[config.mk]
export PLATFORM = sky130hd
export DESIGN_NAME = ega_crtc_timing_generator
export DESIGN_NICKNAME = d
export VERILOG_FILES = /design/src/hdl/ecrtc_pkg.sv /design/src/hdl/ecrtc_regfile.sv /design/src/hdl/ega_crtc_timing_generator.sv
export SDC_FILE = /design/constraint.sdc
export NUM_CORES = 1
export LEC_CHECK = 0
export CAP_MARGIN = 25
export CORE_UTILIZATION = 34
export CTS_BUF_LIST = sky130_fd_sc_hd__clkbuf_8
export DETAILED_ROUTE_END_ITERATION = 7
export DONT_BUFFER_PORTS = 1
export GPL_ROUTABILITY_DRIVEN = 0
export PLACE_DENSITY = 0.56
export SLEW_MARGIN = 20
export SYNTH_ARGS = -nofsm -noshare
export SYNTH_HDL_FRONTEND = slang
export SYNTH_HIERARCHICAL = 1
export SYNTH_SLANG_ARGS = --single-unit
export TNS_END_PERCENT = 20
[constraint.sdc]
create_clock -name clk -period 11.09 [get_ports clk]
set_input_delay 0 -clock clk [delete_from_list [all_inputs] [get_ports clk]]
set_output_delay 0 -clock clk [all_outputs]
set_load 0.01 [all_outputs]
[src/hdl/ecrtc_pkg.sv]
// Shared types and constants for the EGA CRT controller timing generator.
`timescale 1ns / 1ps

package ecrtc_pkg;

	localparam int unsigned MAX_REG_INDEX_DEF = 24;
	localparam logic [3:0]  CHAR_WIDTH_RST    = 4'd8;

	localparam logic [4:0] IDX_INVALID    = 5'd25;
	localparam logic [4:0] IDX_H_TOTAL    = 5'd0;
	localparam logic [4:0] IDX_H_DISP_END = 5'd1;
	localparam logic [4:0] IDX_H_BLK_ST   = 5'd2;
	localparam logic [4:0] IDX_H_BLK_END  = 5'd3;
	localparam logic [4:0] IDX_H_SYNC_ST  = 5'd4;
	localparam logic [4:0] IDX_H_SYNC_END = 5'd5;
	localparam logic [4:0] IDX_V_TOTAL    = 5'd6;
	localparam logic [4:0] IDX_OVERFLOW   = 5'd7;
	localparam logic [4:0] IDX_ROW_SCAN   = 5'd8;
	localparam logic [4:0] IDX_MAX_SCAN   = 5'd9;
	localparam logic [4:0] IDX_START_HI   = 5'd12;
	localparam logic [4:0] IDX_START_LO   = 5'd13;
	localparam logic [4:0] IDX_CURSOR_HI  = 5'd14;
	localparam logic [4:0] IDX_CURSOR_LO  = 5'd15;
	localparam logic [4:0] IDX_V_SYNC_ST  = 5'd16;
	localparam logic [4:0] IDX_V_SYNC_END = 5'd17;
	localparam logic [4:0] IDX_V_DISP_END = 5'd18;
	localparam logic [4:0] IDX_OFFSET     = 5'd19;
	localparam logic [4:0] IDX_V_BLK_ST   = 5'd21;
	localparam logic [4:0] IDX_V_BLK_END  = 5'd22;
	localparam logic [4:0] IDX_MODE_CTRL  = 5'd23;
	localparam logic [4:0] IDX_LINE_CMP   = 5'd24;

	localparam logic [7:0] RD_NO_REG = 8'hFF;

	typedef enum logic [1:0] {
		OP_TICK   = 2'd0,
		OP_SELECT = 2'd1,
		OP_WRITE  = 2'd2,
		OP_READ   = 2'd3
	} op_t;

	// Timing register contents handed from the register file to the counters.
	typedef struct packed {
		logic [7:0]  htotal;
		logic [7:0]  hsync;
		logic [8:0]  vtotal;
		logic [8:0]  vsync;
		logic [4:0]  max_scan;
		logic [15:0] start_addr;
		logic [7:0]  offset;
		logic        byte_mode;
	} regs_t;

endpackage

[src/hdl/ecrtc_regfile.sv]
// Indexed register file: index select, data write, cursor read, dirty flag.
`timescale 1ns / 1ps

module ecrtc_regfile #(
	parameter int unsigned MAX_REG_INDEX = ecrtc_pkg::MAX_REG_INDEX_DEF
) (
	input  logic                clk,
	input  logic                arst_n,
	input  logic                sel_en,
	input  logic                wr_en,
	input  logic [7:0]          value,
	input  logic                clear_dirty,
	output ecrtc_pkg::regs_t    regs,
	output logic                dirty,
	output logic [7:0]          rdata
);

	logic [4:0]        sel_q;
	logic [15:0]       cursor_q;
	logic              dirty_q;
	ecrtc_pkg::regs_t  regs_q;
	logic [4:0]        idx;
	logic              dirty_only;

	assign idx = value[4:0];

	always_comb begin
		dirty_only = sel_q inside {ecrtc_pkg::IDX_H_DISP_END, ecrtc_pkg::IDX_H_BLK_ST,
			ecrtc_pkg::IDX_H_BLK_END, ecrtc_pkg::IDX_H_SYNC_END, ecrtc_pkg::IDX_ROW_SCAN,
			ecrtc_pkg::IDX_V_SYNC_END, ecrtc_pkg::IDX_V_DISP_END, ecrtc_pkg::IDX_V_BLK_ST,
			ecrtc_pkg::IDX_V_BLK_END, ecrtc_pkg::IDX_LINE_CMP};
	end

	always_ff @(posedge clk or negedge arst_n) begin
		if (!arst_n) begin
			sel_q    <= ecrtc_pkg::IDX_INVALID;
			cursor_q <= '0;
			dirty_q  <= 1'b1;
			regs_q   <= '0;
		end else begin
			if (clear_dirty) begin
				dirty_q <= 1'b0;
			end
			if (sel_en) begin
				sel_q <= (idx > 5'(MAX_REG_INDEX)) ? ecrtc_pkg::IDX_INVALID : idx;
			end
			if (wr_en) begin
				case (sel_q)
					ecrtc_pkg::IDX_H_TOTAL: begin
						regs_q.htotal <= value;
						dirty_q       <= 1'b1;
					end
					ecrtc_pkg::IDX_H_SYNC_ST: begin
						regs_q.hsync <= value;
						dirty_q      <= 1'b1;
					end
					ecrtc_pkg::IDX_V_TOTAL: begin
						regs_q.vtotal[7:0] <= value;
						dirty_q            <= 1'b1;
					end
					ecrtc_pkg::IDX_OVERFLOW: begin
						regs_q.vtotal[8] <= value[0];
						regs_q.vsync[8]  <= value[2];
						dirty_q          <= 1'b1;
					end
					ecrtc_pkg::IDX_MAX_SCAN: begin
						regs_q.max_scan <= value[4:0];
						dirty_q         <= 1'b1;
					end
					ecrtc_pkg::IDX_START_HI: regs_q.start_addr[15:8] <= value;
					ecrtc_pkg::IDX_START_LO: regs_q.start_addr[7:0]  <= value;
					ecrtc_pkg::IDX_CURSOR_HI: cursor_q[15:8] <= value;
					ecrtc_pkg::IDX_CURSOR_LO: cursor_q[7:0]  <= value;
					ecrtc_pkg::IDX_V_SYNC_ST: begin
						regs_q.vsync[7:0] <= value;
						dirty_q           <= 1'b1;
					end
					ecrtc_pkg::IDX_OFFSET: begin
						regs_q.offset <= value;
						dirty_q       <= 1'b1;
					end
					ecrtc_pkg::IDX_MODE_CTRL: begin
						regs_q.byte_mode <= value[6];
						dirty_q          <= 1'b1;
					end
					default: begin
						if (dirty_only) begin
							dirty_q <= 1'b1;
						end
					end
				endcase
			end
		end
	end

	always_comb begin
		case (sel_q)
			ecrtc_pkg::IDX_CURSOR_HI: rdata = cursor_q[15:8];
			ecrtc_pkg::IDX_CURSOR_LO: rdata = cursor_q[7:0];
			default:                  rdata = ecrtc_pkg::RD_NO_REG;
		endcase
	end

	assign regs  = regs_q;
	assign dirty = dirty_q;

endmodule

[src/hdl/ega_crtc_timing_generator.sv]
// Top level of the EGA CRT controller timing generator.
`timescale 1ns / 1ps
// An accepted word passes the input register and then the result register to become its result word.
// Throughput: one word per clock while the output is not stalled; the whole tick update (pixel add, line compare,
// row-address multiply-add) resolves between the input register and the state registers.
// Reset: all counters and derived timing clear, char width returns to 8, the selected
// index is invalid and the configuration counts as changed; no words are in flight.
// Config writes are always ready; the new char width and the derived timing are registered at the write.

module ega_crtc_timing_generator #(
	parameter int unsigned MAX_REG_INDEX = ecrtc_pkg::MAX_REG_INDEX_DEF
) (
	input  logic        clk,
	input  logic        arst_n,
	// config channel
	input  logic        cfg_valid,
	output logic        cfg_ready,
	input  logic [3:0]  char_width,
	// input channel
	input  logic        in_valid,
	output logic        in_stall,
	input  logic [1:0]  operation,
	input  logic [7:0]  value,
	// output channel
	output logic        out_valid,
	input  logic        out_stall,
	output logic [7:0]  read_data,
	output logic        end_of_row,
	output logic        new_frame,
	output logic        render_frame,
	output logic        mode_changed,
	output logic [15:0] memory_address,
	output logic [4:0]  scan_row,
	output logic        blink_fast,
	output logic        blink_slow
);

	// Input register stage
	logic               valid_s1;
	ecrtc_pkg::op_t     op_s1;
	logic [7:0]         value_s1;

	// Handshake
	logic advance;
	logic in_fire;
	logic step_fire;
	logic cfg_fire;

	// Configuration and derived timing
	logic [3:0]  cw_q;
	logic [11:0] line_len_q;
	logic [11:0] hsync_px_q;
	logic [8:0]  frame_lines_q;
	logic [8:0]  vsync_line_q;
	logic [8:0]  row_stride_q;

	// Counters
	logic [11:0] pixel_q;
	logic [8:0]  line_q;
	logic [8:0]  char_row_q;
	logic [4:0]  scan_q;
	logic [15:0] mem_addr_q;
	logic [4:0]  frame_cnt_q;
	logic        blink16_q;
	logic        blink32_q;

	// Result register
	logic        out_valid_q;
	logic [7:0]  rd_q;
	logic        eor_q;
	logic        nf_q;
	logic        rf_q;
	logic        mc_q;

	// Register file hookup
	ecrtc_pkg::regs_t regs;
	logic             dirty;
	logic [7:0]       rf_rdata;
	logic             clear_dirty;

	// Next-state values of one tick
	logic [3:0]  cw_use;
	logic [12:0] line_len_full;
	logic [11:0] line_len_new;
	logic [11:0] hsync_px_new;
	logic [8:0]  row_stride_new;
	logic [11:0] pixel_add;
	logic        line_wrap;
	logic [5:0]  scan_inc;
	logic        row_wrap;
	logic [8:0]  line_inc;
	logic [8:0]  char_row_inc;
	logic [17:0] row_prod;
	logic [15:0] row_addr;
	logic        frame_end;
	logic [4:0]  frame_cnt_inc;
	logic [11:0] pixel_n;
	logic [8:0]  line_n;
	logic [8:0]  char_row_n;
	logic [4:0]  scan_n;
	logic [15:0] mem_addr_n;
	logic        is_tick;
	logic        do_reload;

	// Advance the pipe whenever the result register is free or being drained.
	assign advance   = !out_valid_q || !out_stall;
	assign in_stall  = valid_s1 && !advance;
	assign in_fire   = in_valid && !in_stall;
	assign step_fire = valid_s1 && advance;
	assign cfg_ready = 1'b1;
	assign cfg_fire  = cfg_valid && cfg_ready;
	assign is_tick   = (op_s1 == ecrtc_pkg::OP_TICK);

	ecrtc_regfile #(
		.MAX_REG_INDEX(MAX_REG_INDEX)
	) u_regfile (
		.clk         (clk),
		.arst_n      (arst_n),
		.sel_en      (step_fire && (op_s1 == ecrtc_pkg::OP_SELECT)),
		.wr_en       (step_fire && (op_s1 == ecrtc_pkg::OP_WRITE)),
		.value       (value_s1),
		.clear_dirty (clear_dirty),
		.regs        (regs),
		.dirty       (dirty),
		.rdata       (rf_rdata)
	);

	// Derived timing from the current registers; a config write uses its new char width.
	always_comb begin
		cw_use         = cfg_fire ? char_width : cw_q;
		line_len_full  = 13'({1'b0, regs.htotal} + 9'd2) * 13'(cw_use);
		line_len_new   = line_len_full[11:0];
		hsync_px_new   = 12'(regs.hsync) * 12'(cw_use);
		row_stride_new = regs.byte_mode ? {1'b0, regs.offset} : {regs.offset, 1'b0};
	end

	// One character-clock tick: horizontal, then line, then frame.
	always_comb begin
		pixel_add     = pixel_q + 12'(cw_q);
		line_wrap     = (pixel_add >= line_len_q);
		scan_inc      = {1'b0, scan_q} + 6'd1;
		row_wrap      = (scan_inc > {1'b0, regs.max_scan});
		line_inc      = line_q + 9'd1;
		char_row_inc  = char_row_q + 9'd1;
		char_row_n    = char_row_q;
		scan_n        = scan_q;
		line_n        = line_q;
		pixel_n       = pixel_add;
		mem_addr_n    = mem_addr_q + 16'd1;
		if (line_wrap) begin
			pixel_n = '0;
			line_n  = line_inc;
			if (row_wrap) begin
				scan_n     = '0;
				char_row_n = char_row_inc;
			end else begin
				scan_n = scan_inc[4:0];
			end
		end
		row_prod = 18'(char_row_n) * 18'(row_stride_q);
		row_addr = regs.start_addr + row_prod[15:0];
		if (line_wrap) begin
			mem_addr_n = row_addr;
		end
		frame_end     = (line_n >= frame_lines_q);
		frame_cnt_inc = frame_cnt_q + 5'd1;
		if (frame_end) begin
			line_n     = '0;
			char_row_n = '0;
			scan_n     = '0;
			mem_addr_n = regs.start_addr;
		end
	end

	assign do_reload   = step_fire && is_tick && frame_end && dirty;
	assign clear_dirty = do_reload;

	// Input register
	always_ff @(posedge clk or negedge arst_n) begin
		if (!arst_n) begin
			valid_s1 <= 1'b0;
		end else if (!valid_s1 || advance) begin
			valid_s1 <= in_fire;
		end
	end

	always_ff @(posedge clk) begin
		if (in_fire) begin
			op_s1    <= ecrtc_pkg::op_t'(operation);
			value_s1 <= value;
		end
	end

	// Char width and derived timing
	always_ff @(posedge clk or negedge arst_n) begin
		if (!arst_n) begin
			cw_q          <= ecrtc_pkg::CHAR_WIDTH_RST;
			line_len_q    <= '0;
			hsync_px_q    <= '0;
			frame_lines_q <= '0;
			vsync_line_q  <= '0;
			row_stride_q  <= '0;
		end else begin
			if (cfg_fire) begin
				cw_q <= char_width;
			end
			if (cfg_fire || do_reload) begin
				line_len_q    <= line_len_new;
				hsync_px_q    <= hsync_px_new;
				frame_lines_q <= regs.vtotal;
				vsync_line_q  <= regs.vsync;
				row_stride_q  <= row_stride_new;
			end
		end
	end

	// Counters and blink bits advance on ticks only.
	always_ff @(posedge clk or negedge arst_n) begin
		if (!arst_n) begin
			pixel_q     <= '0;
			line_q      <= '0;
			char_row_q  <= '0;
			scan_q      <= '0;
			mem_addr_q  <= '0;
			frame_cnt_q <= '0;
			blink16_q   <= 1'b0;
			blink32_q   <= 1'b0;
		end else if (step_fire && is_tick) begin
			pixel_q    <= pixel_n;
			line_q     <= line_n;
			char_row_q <= char_row_n;
			scan_q     <= scan_n;
			mem_addr_q <= mem_addr_n;
			if (frame_end) begin
				frame_cnt_q <= frame_cnt_inc;
				// toggle every 16 frames, and every 32 when the count wraps to zero
				if (frame_cnt_inc[3:0] == 4'd0) begin
					blink16_q <= !blink16_q;
				end
				if (frame_cnt_inc == 5'd0) begin
					blink32_q <= !blink32_q;
				end
			end
		end
	end

	// Result register: hold while stalled.
	always_ff @(posedge clk or negedge arst_n) begin
		if (!arst_n) begin
			out_valid_q <= 1'b0;
		end else if (advance) begin
			out_valid_q <= valid_s1;
		end
	end

	always_ff @(posedge clk) begin
		if (step_fire) begin
			rd_q  <= (op_s1 == ecrtc_pkg::OP_READ) ? rf_rdata : 8'd0;
			eor_q <= is_tick && (pixel_add == hsync_px_q);
			nf_q  <= is_tick && (line_q == vsync_line_q);
			rf_q  <= is_tick && frame_end;
			mc_q  <= is_tick && frame_end && dirty;
		end
	end

	// Counter outputs show the state after the last completed word.
	assign out_valid      = out_valid_q;
	assign read_data      = rd_q;
	assign end_of_row     = eor_q;
	assign new_frame      = nf_q;
	assign render_frame   = rf_q;
	assign mode_changed   = mc_q;
	assign memory_address = mem_addr_q;
	assign scan_row       = scan_q;
	assign blink_fast     = blink16_q;
	assign blink_slow     = blink32_q;

endmodule

After elaboration in Yosys (flattened, before gate mapping)

Index checks and enable logic that the tools add are counted.

Mux-type cells: 19
Multiply operators: 3
Equality and inequality tests: 26
Add/sub/neg operators: 8
Magnitude comparators: 4
Reductions and logical operators: 46

Operators with widths:

| cell                                                 | number |
|---|---|
| two-way mux 9 bit                                    | 6 |
| equality test 5 bit (second input constant)          | 8 |
| two-way mux 16 bit                                   | 2 |
| equality test 5 x 4 -> 1 bit (second input constant) | 6 |
| AND reduction 2 bit                                  | 14 |
| equality test 5 x 3 -> 1 bit (second input constant) | 4 |
| two-way mux 5 bit                                    | 4 |
| adder 9 x 1 -> 9 bit (second input constant)         | 2 |
| adder 16 x 1 -> 16 bit (second input constant)       | 1 |
| adder 16 bit                                         | 1 |
| multiplier 9 x 9 -> 16 bit                           | 1 |
| case mux 8 bit (2 select lines)                      | 1 |
| adder 12 x 4 -> 12 bit                               | 1 |
| equality test 12 bit                                 | 1 |
| >= comparator 12 bit                                 | 1 |
| logical AND 1 bit                                    | 12 |
| multiplier 8 x 4 -> 12 bit                           | 1 |
| multiplier 9 x 4 -> 12 bit                           | 1 |
| two-way mux 12 bit                                   | 1 |
| equality test 5 x 2 -> 1 bit (second input constant) | 2 |
| zero test 5 bit                                      | 2 |
| nonzero test 10 bit                                  | 1 |
| adder 8 x 2 -> 9 bit (second input constant)         | 1 |
| equality test 9 bit                                  | 1 |
| other kinds (19)                                     | 31 |

Word-level logic and storage cells: 144
Output and inout bits: 38
Flip-flop bits (word level): 223
Input bits: 19

Logic depth before layout (Yosys ltp)

Gate-level depths: netlist (run 1).

Word-level depth: 10
Mapped depth: 40
Depth with buffers taken out: 39

Cells and area by module

The synthesis (run 1) kept the hierarchy.

Modules (own cells, without submodules):

| module                    | area an instance (um^2) | sequential area each (um^2) | cells an instance | instances |
|---|---|---|---|---|
| ega_crtc_timing_generator | 12010.3                 | 3539.6                      | 1292              | 1 |
| ecrtc_regfile             | 3547.2                  | 2157.1                      | 238               | 1 |

Worst setup path before layout (run 1)

Ideal clock, no wire load.

Kind: register to register
From: register cw_q[0]
To: register mem_addr_q[15], in the netlist memory_address[15]
Setup time: 0.077 ns
Data arrival time: 8.586 ns
Slack: 2.428 ns
Clock period less this slack: 8.662 ns
Required time: 11.013 ns
Stages on the path, launching flop included: 40
Buffers on the path: 1
Path through: dfrtp_1 -> ha_1 -> fa_1 -> a21o_1 -> a21oi_1 -> nor2_1 -> nand3_1 -> xor2_1 -> inv_1 -> ha_1 -> and4_1 -> nand2_1 -> a221o_1 -> and3_1 -> buf_6 -> nor2_1 -> nand2_1 -> nor2_1 -> (+4 left out) -> fa_1 -> inv_1 -> fa_1 -> inv_1 -> fa_1 -> inv_1 -> fa_1 -> inv_1 -> ha_1 -> a2111o_1 -> a211o_1 -> nand3_1 -> a211oi_1 -> o21a_1 -> nor2_1 -> xnor2_1 -> xnor3_1 -> o21ai_1

Longest elaborated chain between the ends: 7
Elaborated cells between the ends (all ways): 9
Classes of those cells: 2 x add/sub; 1 x mul; 2 x order compare; 4 x mux

RTL lines:

| element                    | RTL line                         | source |
|---|---|---|
| start, declared            | ega_crtc_timing_generator.sv:50  | `logic [3:0] cw_q;` |
| start signal, assigned     | ega_crtc_timing_generator.sv:197 | `cw_q <= ecrtc_pkg::CHAR_WIDTH_RST;` |
| start signal, assigned     | ega_crtc_timing_generator.sv:205 | `cw_q <= char_width;` |
| adder 12 x 4 -> 12 bit *   | ega_crtc_timing_generator.sv:139 | `pixel_add = pixel_q + 12'(cw_q);` |
| >= comparator 12 bit *     | ega_crtc_timing_generator.sv:140 | `line_wrap = (pixel_add >= line_len_q);` |
| two-way mux 9 bit          | ega_crtc_timing_generator.sv:150 | `if (line_wrap) begin` |
| multiplier 9 x 9 -> 16 bit | ega_crtc_timing_generator.sv:160 | `row_prod = 18'(char_row_n) * 18'(row_stride_q);` |
| adder 16 bit               | ega_crtc_timing_generator.sv:161 | `row_addr = regs.start_addr + row_prod[15:0];` |
| two-way mux 16 bit         | ega_crtc_timing_generator.sv:162 | `if (line_wrap) begin` |
| two-way mux 16 bit *       | ega_crtc_timing_generator.sv:167 | `if (frame_end) begin` |
| end signal, assigned       | ega_crtc_timing_generator.sv:233 | `mem_addr_q <= mem_addr_n;` |
| end, declared              | ega_crtc_timing_generator.sv:62  | `logic [15:0] mem_addr_q;` |

Every way passes the cells marked *; elsewhere a longest branch is shown, timed or not.
A chain may end at the register's enable or synchronous reset.

Worst setup path after layout (run 1)

Ends and elaborated chain as after synthesis.

==> run_results.csv, run 1 <==
group,metric,value,unit
outcome,violations,"negative hold slack",
worst_setup_path,critical_path.max_stage_delay,0.53,ns
placed_design,io_buffer_count,0,
sta,finalClockSkew,0.0184,ns
outcome,status,"finished with violations",
cts,clock_sinks,223,
worst_setup_path,arrival,10.24,ns
sta,period_needed,9.73,ns
worst_setup_path,path_class,"reg -> reg",
logic_synthesis,synth-seq-cells,223,
cts,cts_made_buffers,43,
global_route,antenna_found_initial,1,
global_route,gr-total-overflow,0,
pwr,leakage,8.42,nW
layout,fin_util,0.382,
sta,slew_violations,0,
sta,setup_violations,0,
logic_synthesis,seq_area_frac_synth,0.366,
logic_synthesis,syn-num-nets,1742,
cts,clk_path_buf_depth,3,
floorplan,io_pins,57,
logic_synthesis,netlist_top_cells_area,"dfrtp_1 (32%), fa_1 (11%), ha_1 (8.5%), mux2_2 (7.3%), nand2_1 (4.3%)",
floorplan,dieWidth,216,um
global_route,grt_use_total,0.164,
worst_setup_path,cp_num_cells,38,
route,drt-met1-wl,17300,um
route,drtPass1Iterations,4,
logic_synthesis,synth_edf_count,22,
min_path,min_path_type,"in -> async",
worst_setup_path,start_kind,"register",
cts,htree_levels,2,
placed_design,dp_hpwl,25500,um
pwr,ir_worst_vdd,0.0930,mV
sta,fin_tns_setup,0,ns
logic_synthesis,syn_inst,1530,
route,routed_wl,36900,um
sta,hold_violations,6,
worst_setup_path,path_buf_inv,6,
layout,nets,1761,
logic_synthesis,yosysTopAreaCellShare,0.315,
sta,relSlewSlack,0.350,
logic_synthesis,avgSynthCellArea,10.2,um^2
worst_setup_path,cp_max_fo,10,
cts,worstSkewPairLatency,0.59,ns
floorplan,die_h,216,um
sta,rsz0062_at_grt,"no",
global_route,grt_max_degree,202,
cts,clk_pin_slew,0.06,ns
pwr,p_per_area,171,nW/um^2
route,drt_iter0_drc,502,
route,ant_nets,0,
global_route,grt_pass1_wl,60500,um
logic_synthesis,yosysTopAreaCell,"dfrtp_1",
floorplan,coreArea,45300,um^2
route,vias,10800,
worst_setup_path,crit_slowest_cell,"fa_1",
sta,fin_crit_sh,0.877,
worst_setup_path,crit_family,"adder cells",
pwr,power,2.96,mW
route,wl_met3,1810,um
cts,cts_tree,"done",
logic_synthesis,synthFlopType,"dfrtp_1",
route,wl_per_cell,16.9,um
route,drt-vias-per-instance,4.95,
floorplan,rows,78,
sta,tightest_slew,0.974,ns
logic_synthesis,synth_cell_types,66,
route,drc_errors,0,
job,maxCapViolCount,0,
global_route,grt_pass1_vias,11200,
cts,cts_root_buf,"clkbuf_8",
floorplan,dieArea,46600,um^2
worst_setup_path,reg2regPathDepth,38,
sta,fmax,103,MHz
logic_synthesis,synth.cell_area,15600,um^2
worst_setup_path,critPathCaptureType,"register",
cts,cts_setup_buffers,0,
route,top_layer,"met4",
layout,drive_above_1_share,0.126,
layout,area_growth,11.1,%
worst_setup_path,cp.required,11.61,ns
logic_synthesis,async_flop_share,0.901,
sta,hold_ws,-0.00416,ns
logic_synthesis,yosysWarnings,6,
route,met2_wirelength,16500,um
floorplan,initial_core_util,0.344,
## state kept, by name, indices dropped and copies added (netlist names), 9 cells and up
| name | count |
|---|---|
| memory_address | 16 |
| frame_lines_q | 9 |
| vsync_line_q | 9 |
| u_regfile/cursor_q | 16 |
| char_row_q | 9 |
| line_len_q | 12 |
| u_regfile/regs | 64 |
| row_stride_q | 9 |
| line_q | 9 |
| hsync_px_q | 12 |
| pixel_q | 12 |
## cells by family after synthesis
logic type / after synthesis / synth area share
AO/OA/AOI/OAI: 209 / 0.0802
multiplexers: 130 / 0.0943
adder cells (fa/ha/maj): 193 / 0.197
buffers and inverters: 216 / 0.0546
other: 1 / 0.000241
AND/OR/NAND/NOR: 449 / 0.144
flip-flops: 223 / 0.366
XOR/XNOR: 109 / 0.0632
## cells in the final DEF (no fill, tap or decap), types with 23 or more instances in the layout
cell type and n:
xor2_1 37, mux2_2 101, nor2b_1 27, fa_1 87, and2_1 55, ha_1 106, nand2_1 177, inv_1 169
a21oi_1 55, clkbuf_8 49, dfrtp_1 196, nor2_1 61, o21ai_0 81, and3_1 23, nand3_1 27, xnor2_1 69
## cell usage after synthesis, drive strengths merged, types with 19 or more instances
| cell type | n |
|---|---|
| and3 | 23 |
| ha | 106 |
| mux2 | 109 |
| and2 | 56 |
| mux2i | 21 |
| fa | 87 |
| nor2 | 62 |
| o21ai | 82 |
| nand2b | 19 |
| nor2b | 27 |
| edfxtp | 22 |
| inv | 158 |
| clkbuf | 42 |
| nand2 | 178 |
| a21oi | 57 |
| dfrtp | 196 |
| nand3 | 28 |
| xnor2 | 69 |
| xor2 | 39 |
## path summary, 6_finish.rpt
kind                                                        to  slack [ns]                        from
max in group asynchronous       u_regfile/regs[50]$_DFFE_PN0P_       10.04                      arst_n
worst max register to register  memory_address[15]$_DFFE_PN0P_        1.36           cw_q[0]$_DFF_PN0_
worst min-delay path                 line_len_q[7]$_DFFE_PN0P_      -0.004                      arst_n
min in group clk                         value_s1[4]$_DFFE_PP_        0.05                    value[4]
worst min register to register      frame_cnt_q[4]$_DFFE_PN0P_        0.48  frame_cnt_q[4]$_DFFE_PN0P_
worst max-delay path            memory_address[15]$_DFFE_PN0P_        1.36           cw_q[0]$_DFF_PN0_
## power breakdown
group          total [mW]  leakage [nW]  internal, mW  switching, mW
clock network       0.830         0.472         0.453          0.377
logic               0.925          5.05         0.408          0.517
registers            1.20          2.90         0.997          0.206
## layer usage
layer,up-vias,global-route usage
li1,5165,-
met1,5366,0.219
met2,222,0.256
met3,73,0.0361
met4,0,0.0671
met5,-,0
## timing repair
| item | in CTS | in global routing |
|---|---|---|
| endpoints found under the hold margin | 241 | 0 |
| gates resized for setup | 0 | 0 |
| hold buffers | 23 | 0 |
## layout make-up
class	count	area (um^2)
Tap cell	600	751
Antenna cell	2	5.00
Timing Repair Buffer	32	335
Sequential cell	223	5700
Multi-Input combinational cell	1091	9050
Clock buffer	49	674
Fill cell	4534	28000
Inverter	158	593
Clock inverter	30	190
## per-stage QoR
stage          cell area, um^2  worst slack, ns  instances
6_report                 17300             1.36       2185
2_1_floorplan            15600             2.43       1530
4_1_cts                  17300             1.40       2182
3_3_place_gp             16100             1.71       2080
3_5_place_dp             16100             1.43       2080
5_1_grt                  17300            0.857       2184
(Power assumes the default switching activity.)
==> inputs of run 2 (changes only) <==
--- a/config.mk
+++ b/config.mk
@@ -11,6 +11,7 @@
 export DETAILED_ROUTE_END_ITERATION = 7
 export DONT_BUFFER_PORTS = 1
 export GPL_ROUTABILITY_DRIVEN = 0
+export HOLD_SLACK_MARGIN = 0.08
 export PLACE_DENSITY = 0.56
 export SLEW_MARGIN = 20
 export SYNTH_ARGS = -nofsm -noshare
==> run 2 against run 1 <==
  * The run now ends clean
  * Combinational power about the same
  * Via count increased by 0.38%
  * Global-route usage about the same
  * Wire length about the same
  * Clock-buffer cell count unchanged
  * Critical endpoint unchanged
==> run_results.csv, run 2 (synthesized netlist as in run 1, its figures left out) <==
group,metric,value,unit
outcome,status,"finished clean",
layout,nets,1769,
cts,clk_path_buf_depth,3,
layout,fill_cells,4522,
global_route,antenna_found_initial,3,
floorplan,coreArea,45300,um^2
worst_setup_path,critical_path.max_stage_delay,0.53,ns
layout,layout_commonest_cell,"dfrtp_1",
worst_setup_path,critPathCaptureType,"register",
route,vias,10900,
worst_setup_path,arrival,10.24,ns
cts,ctsHoldBuffers,30,
pwr,leakage,8.46,nW
global_route,grt_use_total,0.164,
route,ant_nets,0,
route,drt_iter0_drc,512,
floorplan,rows,78,
worst_setup_path,critPathLaunch,"cw_q[0]$_DFF_PN0_",
layout,largest_reg_flops,64,
cts,cts.repair.resized,0,
sta,finalClockSkew,0.0185,ns
layout,fin_area,17400,um^2
global_route,grt_pass1_wl,60600,um
route,wl_per_cell,16.8,um
worst_setup_path,path_buf_inv,6,
sta,setup_violations,0,
placed_design,post_dp_cell_area,16100,um^2
floorplan,dieArea,46600,um^2
worst_setup_path,crit_end,"memory_address[15]$_DFFE_PN0P_",
sta,fin_tns_setup,0,ns
cts,cts_root_buf,"clkbuf_8",
global_route,grt_pass1_vias,11300,
worst_setup_path,path_class,"reg -> reg",
worst_setup_path,r2r-end,"memory_address[15]$_DFFE_PN0P_",
cts,clock_sinks,223,
sta,period_needed,9.72,ns
placed_design,io_buffer_count,0,
worst_setup_path,crit_family,"adder cells",
route,drtPass1Iterations,4,
sta,slew_violations,0,
cts,cts_tree,"done",
layout,most-common-layout-cells,"dfrtp_1 (196), nand2_1 (177), inv_1 (169), ha_1 (106), mux2_2 (101)",
placed_design,dp_hpwl,25500,um
sta,tightest_slew,0.983,ns
sta,fin_crit_sh,0.877,
worst_setup_path,cp.required,11.61,ns
layout,fin_util,0.384,
worst_setup_path,crit_slowest_cell,"fa_1",
sta,hold_violations,0,
job,maxCapViolCount,0,
floorplan,initial_core_util,0.344,
layout,drive_above_1_share,0.125,
sta,fmax,103,MHz
pwr,p_per_area,170,nW/um^2
cts,htree_levels,2,
route,drc_errors,0,
worst_setup_path,cp_num_cells,38,
layout,multi_input_area,9050,um^2
sta,fin_ws,1.37,ns
route,routed_wl,36900,um
layout,area_growth,11.7,%
route,drt-vias-per-instance,4.96,
cts,clk_pin_slew,0.06,ns
worst_setup_path,r2r_start,"cw_q[0]$_DFF_PN0_",
cts,worstSkewPairLatency,0.59,ns
worst_setup_path,start_kind,"register",
sta,rsz0062_at_grt,"no",
sta,relSlewSlack,0.344,
worst_setup_path,cp_max_fo,10,
min_path,min_path_type,"in -> reg",
floorplan,die_h,216,um
floorplan,dieWidth,216,um
placed_design,pre_cts_slack,1.43,ns
floorplan,io_pins,57,
worst_setup_path,reg2regPathDepth,38,
global_route,grt_max_degree,202,
cts,cts_made_buffers,43,
worst_setup_path,reg2reg_slack,1.37,ns
pwr,ir_worst_vdd,0.0994,mV
cts,cts_setup_buffers,0,
layout,ff_latch_area,5700,um^2
global_route,gr-total-overflow,0,
## run 2: power breakdown
group          internal [mW]  switching (mW)  leakage (nW)  total, mW
sequential             0.997           0.206          2.90       1.20
combinational          0.410           0.518          5.08      0.928
clock                  0.453           0.376         0.472      0.829
## run 2: cell type report
| cell class | instances | share of cell area |
|---|---|---|
| Multi-Input combinational cell | 1091 | 0.521 |
| Sequential cell | 223 | 0.328 |
| Antenna cell | 2 | 0.000288 |
| Clock buffer | 49 | 0.0388 |
| Inverter | 158 | 0.0341 |
| Clock inverter | 30 | 0.0109 |
| Timing Repair Buffer | 40 | 0.0239 |
| Tap cell | 600 | 0.0432 |
## run 2: worst min path at each step
| stage | start | to | cells after the start |
|---|---|---|---|
| detailed placement | arst_n | line_len_q[10]$_DFFE_PN0P_ | 0 |
| global route | out_stall | out_valid$_DFFE_PN0P_ | 3 |
| floorplan | arst_n | blink_fast$_DFFE_PN0P_ | 0 |
| finish | out_stall | out_valid$_DFFE_PN0P_ | 3 |
| CTS | out_stall | out_valid$_DFFE_PN0P_ | 3 |
| global placement | arst_n | line_len_q[10]$_DFFE_PN0P_ | 0 |
## run 2: worst register-to-register path: cells and delay by family, from the launching register on
family                   cells  cell delay, ns
AO/OA/AOI/OAI                8            1.86
adder cells (fa/ha/maj)      9            3.67
flip-flops                   1            0.39
AND/OR/NAND/NOR             11            2.25
XOR/XNOR                     4            1.17
buffers and inverters        6            0.32
## run 2: per-stage QoR
step                cells  power (mW)  hold WS, ns
floorplan            1530        1.86       -0.296
global placement     2080        2.09       -0.273
detailed placement   2080        2.12       -0.273
CTS                  2189        3.00       0.0876
global route         2192        3.19        0.133
finish               2193        2.96        0.146
## run 2: per-layer routing
layer,up-vias,wire (um),global-route usage
met3,71,1740,0.0357
met1,5395,17300,0.219
met5,-,0,0
met4,0,1240,0.0660
met2,220,16600,0.258
li1,5181,-,-
==> inputs of run 3 (changes only) <==
==> constraint.sdc (replaced) <==
create_clock -name clk -period 12.1 [get_ports clk]
set_input_delay 0 -clock clk [delete_from_list [all_inputs] [get_ports clk]]
set_output_delay 0 -clock clk [all_outputs]
set_load 0.01 [all_outputs]
==> run 3 against run 2 <==
  * Design area is 0.71% lower
  * Cell count fell by 0.41%
  * Sequential share of layout area is 0.24 points higher
  * Largest cell class unchanged
  * Global-route usage decreased by 0.064 points
  * Clock-buffer cell count down 4
  * Register-to-register slack gained 0.91 ns
  * Worst setup slack gained 0.91 ns
==> run_results.csv, run 3 (synthesized netlist as in run 1, its figures left out) <==
group,metric,value,unit
worst_setup_path,crit_slowest_cell,"xnor2_1",
floorplan,initial_core_util,0.344,
global_route,gr-total-overflow,0,
sta,fin_tns_setup,0,ns
worst_setup_path,critPathCaptureType,"register",
min_path,min_path_type,"in -> async",
layout,area_growth,10.9,%
cts,cts_root_buf,"clkbuf_8",
global_route,grt_pass1_wl,60500,um
route,wl_per_cell,16.7,um
pwr,cellInternalPower,1.65,mW
cts,cts_made_buffers,41,
route,routed_wl,36500,um
global_route,grt_pass1_vias,11200,
sta,fin_crit_sh,0.811,
worst_setup_path,critical_path.max_stage_delay,0.59,ns
pwr,p_per_area,153,nW/um^2
floorplan,coreArea,45300,um^2
layout,largest_reg_flops,64,
placed_design,pre_cts_slack,2.28,ns
pwr,switching_share,0.373,
sta,fmax,102,MHz
placed_design,dp_hpwl,25200,um
sta,setup_violations,0,
sta,hold_ws,0.0843,ns
route,drc_errors,0,
worst_setup_path,r2r_start,"cw_q[0]$_DFF_PN0_",
floorplan,dieArea,46600,um^2
floorplan,io_pins,57,
cts,clk_path_buf_depth,3,
worst_setup_path,cp.required,12.61,ns
pwr,leakage,8.44,nW
sta,relSlewSlack,0.345,
sta,period_needed,9.82,ns
route,drtPass1Iterations,4,
layout,nets,1764,
worst_setup_path,arrival,10.33,ns
cts,clock_sinks,223,
layout,most-common-layout-cells,"dfrtp_1 (196), inv_1 (177), nand2_1 (177), ha_1 (106), mux2_2 (101)",
job,maxCapViolCount,0,
worst_setup_path,r2r-end,"memory_address[15]$_DFFE_PN0P_",
sta,fin_ws,2.28,ns
route,drt_iter0_drc,531,
worst_setup_path,cp_max_fo,43,
placed_design,io_buffer_count,0,
worst_setup_path,path_class,"reg -> reg",
pwr,power.share.clock,0.262,
cts,clk_pin_slew,0.06,ns
floorplan,dieWidth,216,um
route,drt-vias-per-instance,4.93,
pwr,ir_worst_vdd,0.0809,mV
layout,fin_util,0.381,
sta,finalClockSkew,0.0309,ns
sta,tightest_slew,0.983,ns
pwr,combinationalPowerShare,0.318,
route,vias,10800,
global_route,grt_max_degree,202,
route,ant_nets,0,
global_route,grt_use_total,0.163,
cts,cts.repair.resized,0,
layout,fill_cells,4519,
sta,slew_violations,0,
pwr,p_switching,0.983,mW
floorplan,rows,78,
cts,worstSkewPairLatency,0.58,ns
pwr,power_frac_seq,0.420,
global_route,antenna_found_initial,1,
sta,hold_violations,0,
worst_setup_path,reg2regPathDepth,39,
layout,layout_commonest_cell,"dfrtp_1",
cts,htree_levels,2,
pwr,power,2.63,mW
worst_setup_path,start_kind,"register",
sta,rsz0062_at_grt,"no",
worst_setup_path,reg2reg_slack,2.28,ns
outcome,status,"finished clean",
layout,drive_above_1_share,0.121,
cts,cts_tree,"done",
floorplan,die_h,216,um
run 3: critical path: cells and delay by family (launching register included):
family                     cells  cell delay [ns]
xor gates and xnor gates       4             1.40
AOI/OAI and AO/OA              8             1.87
and+or+nand+nor               11             1.58
adders and majority gates      9             3.71
DFF                            1             0.39
buffers and inverters          7             0.76
run 3: final cells by class:
cell class / count / area, um^2 / share of cell area
Timing Repair Buffer: 37 / 388 / 0.0225
Multi-Input combinational cell: 1091 / 9050 / 0.524
Tap cell: 600 / 751 / 0.0435
Clock buffer: 45 / 619 / 0.0359
Antenna cell: 1 / 2.50 / 0.000145
Clock inverter: 29 / 151 / 0.00878
Sequential cell: 223 / 5700 / 0.330
Inverter: 158 / 593 / 0.0344
run 3: worst max path at each step:
stage	from	cells after the start	to
4_1_cts	cw_q[0]$_DFF_PN0_	39	memory_address[15]$_DFFE_PN0P_
6_report	cw_q[0]$_DFF_PN0_	39	memory_address[15]$_DFFE_PN0P_
3_5_place_dp	cw_q[0]$_DFF_PN0_	39	memory_address[15]$_DFFE_PN0P_
5_1_grt	cw_q[0]$_DFF_PN0_	39	memory_address[15]$_DFFE_PN0P_
3_3_place_gp	cw_q[0]$_DFF_PN0_	39	memory_address[15]$_DFFE_PN0P_
2_1_floorplan	cw_q[0]$_DFF_PN0_	39	memory_address[15]$_DFFE_PN0P_
run 3: stage by stage:
| stage | cells | cell area (um^2) |
|---|---|---|
| floorplan | 1530 | 15600 |
| global placement | 2078 | 16100 |
| detailed placement | 2078 | 16100 |
| CTS | 2181 | 17200 |
| global route | 2184 | 17200 |
| finish | 2184 | 17200 |
run 3: repair_timing:
item                                    CTS  global route
buffers inserted                          0             0
endpoints found under the hold margin   256             0
hold buffers                             29             0
endpoints found under the setup margin    0             0
run 3: power groups by stage:
stage	Combinational (mW)	Clock, mW	Sequential, mW
4_1_cts	0.846	0.719	1.11
6_report	0.838	0.691	1.11
3_3_place_gp	0.798	0	1.11
5_1_grt	0.956	0.753	1.13
2_1_floorplan	0.670	0	1.03
3_5_place_dp	0.814	0	1.12
run 3: per-layer routing:
metal  track usage  share of wire  up-vias
li1              -              -     5160
met1         0.220           0.47     5376
met2         0.265           0.47      175
met3        0.0316          0.043       50
met4        0.0516          0.023        0
met5             0              0        -
